### src/rtl/core/brbq_pkg.sv
// ----------------------------------------------------------------------------
// brbq_pkg
// Shared types and constants of the circular byte queue.
// ----------------------------------------------------------------------------
package brbq_pkg;

  localparam int CAP_W           = 11;
  localparam int BYTE_W          = 8;
  localparam int REQ_W           = 7;
  localparam int ADDR_W          = 3;
  localparam int STORE_DEPTH_DEF = 1024;
  localparam int MAX_GET_DEF     = 64;
  localparam int CAP_RESET       = 1024;

  localparam logic [ADDR_W-3:0] CFG_IDX_CAPACITY = '0;

  typedef enum logic {
    OP_PUSH = 1'b0,
    OP_GET  = 1'b1
  } op_t;

  typedef enum logic [1:0] {
    KIND_ACK  = 2'd0,
    KIND_BYTE = 2'd1,
    KIND_NONE = 2'd2
  } kind_t;

  typedef struct packed {
    logic push;
    logic push_last;
    logic get_none;
    logic get_start;
    logic issue;
    logic emit;
    logic emit_last;
  } brbq_cmd_t;

  typedef struct packed {
    logic [CAP_W-1:0] queued;
    logic             out_free;
  } brbq_status_t;

endpackage

### src/rtl/core/brbq_ctrl.sv
// ----------------------------------------------------------------------------
// brbq_ctrl
// Sequencer of the circular byte queue: accepts items, sizes get requests
// and paces store reads against the result register.
// ----------------------------------------------------------------------------
module brbq_ctrl #(
  parameter int MAX_GET_LENGTH = brbq_pkg::MAX_GET_DEF
) (
  input  logic                                clk,
  input  logic                                rst,
  input  logic                                in_valid,
  output logic                                in_ready,
  input  brbq_pkg::op_t                       op,
  input  logic                                last_byte,
  input  logic [brbq_pkg::REQ_W-1:0]          request_length,
  input  brbq_pkg::brbq_status_t              status,
  output brbq_pkg::brbq_cmd_t                 cmd,
  output logic [$clog2(MAX_GET_LENGTH+1)-1:0] xfer_len
);
  import brbq_pkg::*;

  localparam int LEN_W = $clog2(MAX_GET_LENGTH + 1);
  localparam logic [REQ_W-1:0] REQ_MAX = REQ_W'(MAX_GET_LENGTH);

  typedef enum logic [1:0] {
    ST_IDLE = 2'b01,
    ST_GET  = 2'b10
  } state_t;

  state_t           state;
  state_t           state_next;
  logic [LEN_W-1:0] rd_left;
  logic [LEN_W-1:0] rd_left_next;
  logic [LEN_W-1:0] em_left;
  logic [LEN_W-1:0] em_left_next;
  logic             rd_pend;
  logic             rd_pend_next;
  logic             accept;
  logic [REQ_W-1:0] len_c;
  logic [CAP_W-1:0] len_w;
  logic [CAP_W-1:0] n_w;

  always_comb begin
    len_c    = (request_length > REQ_MAX) ? REQ_MAX : request_length;
    len_w    = CAP_W'(len_c);
    n_w      = (len_w < status.queued) ? len_w : status.queued;
    xfer_len = n_w[LEN_W-1:0];

    cmd          = '0;
    state_next   = state;
    rd_left_next = rd_left;
    em_left_next = em_left;
    rd_pend_next = rd_pend;
    in_ready     = 1'b0;
    accept       = 1'b0;

    unique case (state)
      ST_IDLE: begin
        in_ready = status.out_free;
        accept   = in_valid && in_ready;
        if (accept && op == OP_PUSH) begin
          cmd.push      = 1'b1;
          cmd.push_last = last_byte;
        end else if (accept) begin
          if (n_w == '0) begin
            cmd.get_none = 1'b1;
          end else begin
            cmd.get_start = 1'b1;
            cmd.issue     = 1'b1;
            rd_left_next  = xfer_len - LEN_W'(1);
            em_left_next  = xfer_len;
            rd_pend_next  = 1'b1;
            state_next    = ST_GET;
          end
        end
      end
      ST_GET: begin
        cmd.emit      = rd_pend && status.out_free;
        cmd.emit_last = (em_left == LEN_W'(1));
        cmd.issue     = (rd_left != '0) && (!rd_pend || cmd.emit);
        rd_pend_next  = cmd.issue || (rd_pend && !cmd.emit);
        if (cmd.issue) begin
          rd_left_next = rd_left - LEN_W'(1);
        end
        if (cmd.emit) begin
          em_left_next = em_left - LEN_W'(1);
          if (cmd.emit_last) begin
            state_next = ST_IDLE;
          end
        end
      end
      default: begin
        state_next = ST_IDLE;
      end
    endcase
  end

  always_ff @(posedge clk) begin
    if (rst) begin
      state   <= ST_IDLE;
      rd_left <= '0;
      em_left <= '0;
      rd_pend <= 1'b0;
    end else begin
      state   <= state_next;
      rd_left <= rd_left_next;
      em_left <= em_left_next;
      rd_pend <= rd_pend_next;
    end
  end

`ifndef ASSERT_OFF
  a_get_has_work: assert property (@(posedge clk) disable iff (rst)
    state == ST_GET |-> em_left != '0)
    else $error("get sequence with nothing left to send");
  a_reads_lead: assert property (@(posedge clk) disable iff (rst)
    state == ST_GET |-> rd_left < em_left)
    else $error("read count not ahead of send count");
`endif

endmodule

### config.mk
export PLATFORM = sky130hd
export DESIGN_NAME = brbq_ctrl
export DESIGN_NICKNAME = d
export VERILOG_FILES = /design/src/rtl/core/brbq_pkg.sv /design/src/rtl/core/brbq_ctrl.sv
export SDC_FILE = /design/constraint.sdc
export NUM_CORES = 1
export LEC_CHECK = 0
export BUFFER_PORTS_ARGS = -buffer_cell sky130_fd_sc_hd__buf_2
export CORE_ASPECT_RATIO = 1.4
export CORE_MARGIN = 1.5
export CORE_UTILIZATION = 59
export DETAILED_ROUTE_END_ITERATION = 10
export HOLD_SLACK_MARGIN = 0.1
export PLACE_DENSITY = 0.86
export SYNTH_ARGS = -nofsm -noshare
export SYNTH_HDL_FRONTEND = slang
export SYNTH_SLANG_ARGS = --single-unit
### constraint.sdc
create_clock -name clk -period 4.75 [get_ports clk]
set_input_delay 0.2375 -clock clk [delete_from_list [all_inputs] [get_ports clk]]
set_output_delay 0.2375 -clock clk [all_outputs]
set_load 0.01 [all_outputs]
# --- Word level (Yosys, flattened, before mapping) ---
# Index checks and enable logic that the tools add are counted.
classes:
  add_sub_neg: 3
  multipliers: 0
  div_mod_pow: 0
  order_cmp: 2
  eq_ne: 9
  shifts: 0
  mux: 31
  bitwise: 1
  n_reduce_logical: 16
op_table:
  columns: ["operator", "n"]
  rows:
  - ["$mux W7", 9]
  - ["$pmux W7 S2", 2]
  - ["$sub A7 B1 Y7 const B", 3]
  - ["$mux W2", 8]
  - ["$reduce_and A5 Y1", 3]
  - ["$ne A2 B2 Y1 const B", 6]
  - ["$logic_not A11 Y1", 1]
  - ["$lt A7 B11 Y1", 1]
  - ["$mux W11", 1]
  - ["$eq A7 B1 Y1 const B", 1]
  - ["$gt A7 B7 Y1 const B", 1]
  - ["$reduce_bool A7 Y1", 1]
  - ["$mux W3", 2]
  - ["$logic_and A1 B1 Y1", 5]
  - ["$mux W1", 5]
  - ["$mux W4", 1]
  - ["$pmux W1 S2", 2]
  - ["$pmux W2 S2", 1]
  - ["$reduce_and A4 Y1", 1]
  - ["$eq A2 B1 Y1 const B", 1]
  - ["$eq A2 B2 Y1 const B", 1]
  - ["$logic_not A1 Y1", 2]
  - ["$logic_or A1 B1 Y1", 2]
  - ["$reduce_bool A2 Y1", 1]
  - ["$not A1 Y1", 1]
totals:
  regBits: 17
  latchBits: 0
  ram_bits: 0
  mem_bits_ro: 0
  inputBits: 24
  out_inout_bits: 15
  wordCells: 66
  mem_count: 0

# --- Logic depth before layout (Yosys ltp) ---
# Gate-level depths: netlist (run 1).
logic_depth:
  ltp_word: 9
  depth_mapped: 15

# --- Worst setup path after synthesis (run 1) ---
# Ideal clock, no wire load.
synth_path:
  kind: "input to register"
  startpoint: "input port request_length[6] (netlist name)"
  endpoint: "register rd_left[6]"
  setup_ps: 70
  t_arrival_ps: 2972
  t_required_ps: 4680
  path_slack_ps: 1708
  path_stages: 14
  path_cell_list: "buf_6 > nor2b_1 > ha_1 > a21o_1 > and3_1 > o31ai_4 > buf_4 > o21ai_0 > mux2i_1 > ha_1 > o221ai_2 > nor3_1 > mux2_1 > a21oi_1"
synth_between:
  elab_chain_cells: 9
synth_lines:
  columns: ["element", "line_no", "source"]
  rows:
  - ["from (decl)", "brbq_ctrl.sv:15", "input logic [brbq_pkg::REQ_W-1:0] request_length,"]
  - ["$gt A7 B7 Y1", "brbq_ctrl.sv:44", "len_c = (request_length > REQ_MAX) ? REQ_MAX : request_length;"]
  - ["$mux W7 *", "brbq_ctrl.sv:44", null]
  - ["$lt A7 B11 Y1", "brbq_ctrl.sv:46", "n_w = (len_w < status.queued) ? len_w : status.queued;"]
  - ["$mux W11 *", "brbq_ctrl.sv:46", null]
  - ["named net xfer_len[1]", "brbq_ctrl.sv:18", "output logic [$clog2(MAX_GET_LENGTH+1)-1:0] xfer_len"]
  - ["$sub A7 B1 Y7", "brbq_ctrl.sv:70", "rd_left_next = xfer_len - LEN_W'(1);"]
  - ["$mux W7", "brbq_ctrl.sv:65", "if (n_w == '0) begin"]
  - ["$mux W7", "brbq_ctrl.sv:64", "end else if (accept) begin"]
  - ["$mux W7", "brbq_ctrl.sv:61", "if (accept && op == OP_PUSH) begin"]
  - ["$pmux W7 S2", "brbq_ctrl.sv:57", "unique case (state)"]
  - ["to (signal assigned)", "brbq_ctrl.sv:106", "rd_left <= rd_left_next;"]
  - ["to (decl)", "brbq_ctrl.sv:32", "logic [LEN_W-1:0] rd_left;"]
# The timed path passes the listed nets; every way through them passes the cells marked *. The select of a mux whose other input is x is not followed.
# A chain may end at the register's enable or synchronous reset.

# --- Final worst setup path (run 1) ---
layout_path:
  startpoint: "input port request_length[6] (netlist name)"
  endpoint: "register rd_left[6]"
layout_between:
  elab_chain_cells: 9
layout_lines:
  columns: ["element", "line_no"]
  rows:
  - ["$gt A7 B7 Y1", "brbq_ctrl.sv:44"]
  - ["$mux W7 *", "brbq_ctrl.sv:44"]
  - ["$lt A7 B11 Y1", "brbq_ctrl.sv:46"]
  - ["$mux W11 *", "brbq_ctrl.sv:46"]
  - ["$sub A7 B1 Y7", "brbq_ctrl.sv:70"]
  - ["$mux W7", "brbq_ctrl.sv:65"]
  - ["$mux W7", "brbq_ctrl.sv:64"]
  - ["$mux W7", "brbq_ctrl.sv:61"]
  - ["$pmux W7 S2", "brbq_ctrl.sv:57"]
# Every way passes the cells marked *; elsewhere a longest branch is shown, timed or not. The select of a mux whose other input is x is not followed.

==> out/metrics.csv, run 1 <==
stage,metric,value,unit
clocking,insertion_delay,270,ps
worst_hold_path,hold_depth,2,
place,dp_hpwl,3459,um
timing,relSlewSlack,0.5503,
worst_setup_path,reg2reg_depth,10,
clocking,cts_buffers,3,
flow_run,cap_viol_max_count,0,
worst_setup_path,arrival,3330,ps
global_route,antenna_found_initial,0,
timing,grt_setup_unrepaired,false,
drt,wl_per_cell,14.60,um
worst_setup_path,path_max_fanout,12,
die,core-area,0.002849,mm^2
final_layout,syn_to_final_growth,14.21,%
synth,synth_edf_count,0,
synth,synth_top_area_share,0.1953,
status,status,finished clean,
drt,vias_per_cell,6.192,
drt,dr.pass1.iters,4,
global_route,grt-ovfl-total,0,
worst_setup_path,path_delay_family,compound AO/OA/AOI/OAI gates,
final_layout,drive_above_1_share,0.2264,
worst_setup_path,max_stage_delay,470,ps
synth,yosys_warnings,0,
drt,drc_errors,0,
timing,maxSlewViolCount,0,
synth,synthTopCellsByArea,"dfxtp_1 20%, ha_1 7.9%, nor2_1 5.0%",
clocking,cts.path.max_buffers,2,
clocking,htree_levels,1,
timing,hold_violations,0,
clocking,clock_tree.root_cell,clkbuf_8,
timing,fmax,320.2,MHz
clocking,cts_setup_buffers,0,
synth,synthCells,231,
global_route,grt_usage,0.2844,
synth,yosys.area.top_type,dfxtp_1,
pwr,ir_drop,0.0001938,V
timing,finalCriticalPeriod,3123,ps
pwr,p_leak,0.8542,nW
worst_setup_path,r2r_start,state[0]$_SDFFE_PP1P_,
clocking,postCtsHoldBufs,0,
pwr,power.total,0.0008099,W
worst_setup_path,regToRegSetupSlack,1940,ps
clocking,cts_sinks,17,
worst_setup_path,critical_path_class,input pin to register,
clocking,cts_resized,0,
synth,avgSynthCellArea,7.545,um^2
timing,setup_tns,0,ps
synth,syn_nets,266,
timing,setup_viol,0,
timing,clock_skew,8.182,ps
synth,syn_area,0.001743,mm^2
global_route,grt_max_degree,30,
synth,synth-seq-area-share,0.1953,
drt,ant_nets,0,
synth,ys_types,57,
clocking,cts_tree,built,
worst_setup_path,start_kind,input pin,
global_route,grt_pass1_wl,7472,um
die,rows,23,
die,dieArea,0.003294,mm^2
global_route,grt_pass1_vias,1727,
timing,fin_crit_sh,0.6574,
die,die_height,67.31,um
synth,async_flop_share,0,
worst_setup_path,end_kind,register,
place,portBuffers,38,
timing,tightest_slew,673.8,ps
worst_setup_path,cp_common_cell,ha_1,
worst_hold_path,hold_path.class,input pin to register,
die,ioPinCount,39,
synth,synthFlopType,dfxtp_1,
worst_hold_path,worstHoldStart,rst,
worst_setup_path,slowest_stage,o31ai_4,
drt,vias,1870,
worst_setup_path,worst-path-stages,13,
die,die_w,48.94,um
worst_setup_path,critical_path.cell_chain,buf_2 > nor2b_1 > ha_1 > a21o_1 > and3_1 > o31ai_4 > o21ai_0 > mux2i_1 > ha_1 > o221ai_2 > nor3_1 > mux2_1 > a21oi_1,
place,place_congestion,0.8240,
drt,drt_iter0_markers,50,
final_layout,diodes,0,
die,initial_core_util,0.6118,
pwr,powerDensity,406.9,mW/mm^2
worst_setup_path,worst-path-buf-inv,1,
clocking,clkSlewWorstSetupHoldPaths,70,ps
worst_setup_path,cp-startpoint,request_length[6],
worst_setup_path,required,4950,ps
synth,ys_ff_latch,17,
final_layout,finish.net_count,301,
drt,drt_wl_total,4409,um
cells in the final DEF, fill, tap and decap left out, types with 6 or more instances in the layout:
cell type,synthesis,routed
nand3_1,7,7
nor3_1,9,9
a211oi_1,6,6
nand2_1,21,21
nor2b_1,6,6
nor2_1,23,23
inv_1,14,14
mux2i_1,7,7
buf_2,1,38
a21oi_1,15,15
ha_1,11,11
o21ai_0,14,14
dfxtp_1,17,17
state kept, by name, indices dropped and copies added, names as in the netlist:
| name | count |
|---|---|
| rd_left | 7 |
| state | 2 |
| em_left | 7 |
| rd_pend | 1 |
worst register-to-register path: cells and delay by family, from the launching register on:
family	cells	cell delay [ps]
AOI/OAI and AO/OA	2	280
adders and majority gates	2	440
buffers and inverters	3	830
DFF	1	350
muxes	2	660
and+or+nand+nor	1	190
metal layers:
metal,vias up,GRT usage,wire (um)
li1,923,-,-
met4,0,0.1500,130
met1,881,0.2996,1727
met3,12,0.01327,140
met2,54,0.5685,2410
met5,-,0,0
final cells by class:
type,instances,area (um^2)
Multi-Input combinational cell,190,1300
Fill cell,260,858.3
Sequential cell,17,340.3
Timing Repair Buffer,40,205.2
Inverter,14,52.55
Tap cell,37,46.29
Clock buffer,3,41.29
Clock inverter,1,5.005
synth_stat cells, drive strengths merged (3+ instances only):
cell	n
nor2b	6
nand3	7
ha	11
dfxtp	17
clkbuf	6
a311oi	5
and2	4
buf	4
xnor2	3
nand2b	5
o21ai	17
a211oi	10
a31oi	4
nor4	5
a21oi	16
nor2	23
mux2i	7
and3	5
nand4	3
inv	14
nand2	21
o211ai	3
a21o	4
nor3	9
where the power goes:
group	leakage (nW)	internal, W	switching (W)
Clock	0.0255	0.0000585	0.0000542
Sequential	0.140	0.000193	0.0000562
Combinational	0.689	0.000187	0.000261
stage by stage:
stage                     hold slack [ps]    util  instance area (um^2)  worst slack, ps  cells
after global routing                363.9  0.6987                  1991             1361    302
after global placement              474.1  0.6825                  1944             1512    298
after detailed placement            477.6  0.6825                  1944             1398    298
after CTS                           345.2  0.6987                  1991             1636    302
final                               339.2  0.6987                  1991             1627    302
after floorplan                     457.9       -                  1743             1708    231
worst paths after layout:
kind	endpoint
worst max register to register	rd_left[6]$_SDFFE_PP0P_
worst max-delay path	rd_left[6]$_SDFFE_PP0P_
worst min-delay path	state[1]$_SDFFE_PP0P_
worst min register to register	em_left[5]$_SDFFE_PP0P_
cells by family after synthesis:
logic type / Yosys count / share of synthesized area
buf+inv: 24 / 0.05886
flops: 17 / 0.1953
xor+xnor: 3 / 0.01508
compound gates: 75 / 0.3317
mux: 9 / 0.05312
fa+ha+maj: 11 / 0.07897
simple gates: 92 / 0.2671
Note: power is estimated with default switching activity, not from simulation.
==> run 2: changes to the inputs <==
--- a/config.mk
+++ b/config.mk
@@ -8,10 +8,10 @@
 export BUFFER_PORTS_ARGS = -buffer_cell sky130_fd_sc_hd__buf_2
 export CORE_ASPECT_RATIO = 1.4
 export CORE_MARGIN = 1.5
-export CORE_UTILIZATION = 59
+export CORE_UTILIZATION = 49
 export DETAILED_ROUTE_END_ITERATION = 10
 export HOLD_SLACK_MARGIN = 0.1
-export PLACE_DENSITY = 0.86
+export PLACE_DENSITY = 0.76
 export SYNTH_ARGS = -nofsm -noshare
 export SYNTH_HDL_FRONTEND = slang
 export SYNTH_SLANG_ARGS = --single-unit
==> constraint.sdc (replaced) <==
create_clock -name clk -period 2.5 [get_ports clk]
set_input_delay 0.125 -clock clk [delete_from_list [all_inputs] [get_ports clk]]
set_output_delay 0.125 -clock clk [all_outputs]
set_load 0.01 [all_outputs]
==> run 2 against run 1 <==
  * The flow now finishes with violations (negative setup slack)
  * Via count rose by 13%
  * First-iteration DRC count fell by 2.0%
  * Die area rose by 19%
  * Total power rose by 110%
  * Clock power rose by 86%
  * Global-route usage rose by 0.48 points
  * Critical endpoint is now rd_left[4]$_SDFFE_PP0P_
  * Largest power group unchanged
==> out/metrics.csv, run 2 (synthesis gave the netlist of run 1 again) <==
stage,metric,value,unit,change
status,status,"finished, violations left",,
status,violations,negative setup slack,,
clocking,cts_tree,built,,
global_route,grt-ovfl-total,0,,unchanged
final_layout,syn_to_final_growth,43.43,%,
final_layout,finish.net_count,350,,+16%
place,portBuffers,38,,unchanged
final_layout,final_common_cell,buf_4,,
pwr,p_sw_frac,0.4420,,-0.01649
worst_setup_path,required,2670,ps,-2280 ps
final_layout,final_cell_mix,"51 x buf_4, 37 x buf_2, 23 x nor2_1, 21 x nand2_1, 17 x dfxtp_1",,
timing,setup_tns,-12.72,ps,-12.72 ps
clocking,postCtsHoldBufs,0,,unchanged
pwr,internal-power,0.0009653,W,+120%
timing,clock_skew,3.622,ps,-4.560 ps
clocking,cts_buffers,3,,unchanged
die,ioPinCount,39,,unchanged
drt,ant_nets,0,,unchanged
drt,dr.pass1.iters,4,,unchanged
place,place_congestion,0.9322,,+13%
worst_setup_path,end_kind,register,,
worst_setup_path,path_max_fanout,4,,-8
worst_hold_path,hold_path.class,input pin to register,,
worst_setup_path,cp-startpoint,request_length[3],,
drt,wl_per_cell,16.22,um,+11%
worst_setup_path,critical_path_class,input pin to register,,
clocking,clkSlewWorstSetupHoldPaths,60,ps,about the same
worst_setup_path,arrival,2680,ps,-650 ps
timing,fin_ws,-12.72,ps,-1640 ps
worst_setup_path,start_kind,input pin,,
die,die_w,53.41,um,+9.1%
flow_run,cap_viol_max_count,0,,unchanged
timing,finalCriticalPeriod,2513,ps,
clocking,cts_sinks,17,,unchanged
pwr,power.switching,0.0007648,W,+110%
timing,tightest_slew,503.6,ps,-170.2 ps
global_route,antenna_found_initial,0,,unchanged
pwr,pwr-share-seq,0.274,,-0.033
die,die_height,73.57,um,+9.3%
timing,setup_viol,1,,+1
drt,drc_errors,0,,unchanged
drt,drt_wl_total,5742,um,+30%
place,dp_hpwl,4478,um,+29%
drt,vias_per_cell,5.989,,-3.3%
die,dieArea,0.003929,mm^2,+19%
final_layout,final_util,0.7400,,+0.04127
pwr,ir_drop,0.0006137,V,+220%
pwr,p_leak,1.116,nW,+31%
timing,fin_crit_sh,1.005,,
drt,drt_iter0_markers,49,,-2.0%
pwr,power.total,0.001730,W,+110%
drt,vias,2120,,+13%
timing,relSlewSlack,0.6607,,+0.1104
worst_hold_path,worstHoldStart,rst,,
global_route,grt_max_degree,18,,-40%
die,initial_core_util,0.5159,,-0.09584
clocking,cts.path.max_buffers,2,,unchanged
global_route,grt_pass1_vias,2011,,+16%
die,core-area,0.003378,mm^2,+19%
clocking,insertion_delay,250,ps,-20 ps
final_layout,largestRegisters,"em_left: 7 flops, rd_left: 7 flops, state: 2 flops",,
global_route,grt_usage,0.2892,,+0.004817
timing,hold_violations,0,,unchanged
pwr,powerDensity,692.1,mW/mm^2,+70%
clocking,clock_tree.root_cell,clkbuf_8,,
clocking,htree_levels,1,,unchanged
timing,maxSlewViolCount,0,,unchanged
final_layout,drive_above_1_share,0.4013,,+0.1749
die,rows,25,,+8.7%
global_route,grt_pass1_wl,8445,um,+13%
pwr,share_comb_of_total_power,0.605,,+0.051
pwr,pwr-share-clk,0.121,,-0.018
worst_setup_path,r2r_start,rd_left[3]$_SDFFE_PP0P_,,
timing,fmax,398.0,MHz,
final_layout,diodes,0,,unchanged
run 2: changes by cell type in the layout (fill, tap and decap cells not counted), moves of 2 or more:
cell,delta
buf_4,+49
ha_1,-3
a311oi_1,-2
a311oi_2,+2
ha_4,+2
nor2b_1,-2
o21ai_0,-2
o21ai_2,+2
run 2: per-layer routing:
metal	track usage	up-vias	wire length [um]
met5	0	-	0
met4	0.2023	0	284
met3	0.04065	23	272
met2	0.5377	78	3084
met1	0.2774	993	2100
li1	-	1026	-
run 2: power groups by stage:
| stage | clock [W] | combinational, W | sequential (W) |
|---|---|---|---|
| 2_1_floorplan | 0 | 0.000677 | 0.000444 |
| 3_3_place_gp | 0 | 0.000978 | 0.000468 |
| 3_5_place_dp | 0 | 0.000994 | 0.000469 |
| 4_1_cts | 0.000211 | 0.00100 | 0.000463 |
| 5_1_grt | 0.000221 | 0.00116 | 0.000485 |
| 6_report | 0.000210 | 0.00105 | 0.000474 |
run 2: layout make-up:
cell class	count	area, um^2
clock buffer	4	45.04
fill	268	878.3
inverter	14	52.55
multi-input combinational	190	1433
sequential	17	340.3
tap	40	50.05
timing repair buffer	89	579.3
run 2: per-stage QoR:
stage | worst slack (ps) | instance area, um^2 | hold slack (ps) | instances
CTS | 5.203 | 2380 | 242.8 | 350
detailed placement | -323.0 | 2331 | 484.3 | 346
finish | -12.72 | 2500 | 231.8 | 354
floorplan | -161.0 | 1800 | 302.2 | 231
global route | -62.63 | 2500 | 267.4 | 354
global placement | -266.6 | 2331 | 478.7 | 346
run 2: what timing repair did:
item                                    4_1_cts  5_1_grt
setup buffers                                 0        4
pin swaps                                     0       10
endpoints found under the hold margin         0        0
gates resized for setup                       2       15
endpoints found under the setup margin        4        8
run 2: critical path: stages:
cell and delay (ps):
buf_2 100, nor2b_1 150, ha_1 360, nand4_1 180, a21o_4 260, a31oi_4 240, o21ai_2 90, mux2i_2 210
ha_2 240, o221ai_2 110, buf_4 180, xnor2_2 140, o32ai_2 90, a211oi_1 190
run 2: worst paths after layout:
kind	to	slack, ps	cells after the start
hold / removal	rd_left[0]$_SDFFE_PP0P_	230	2
hold reg to reg	em_left[1]$_SDFFE_PP0P_	500	2
setup reg to reg	rd_left[5]$_SDFFE_PP0P_	230	9
setup / recovery	rd_left[4]$_SDFFE_PP0P_	-10	14
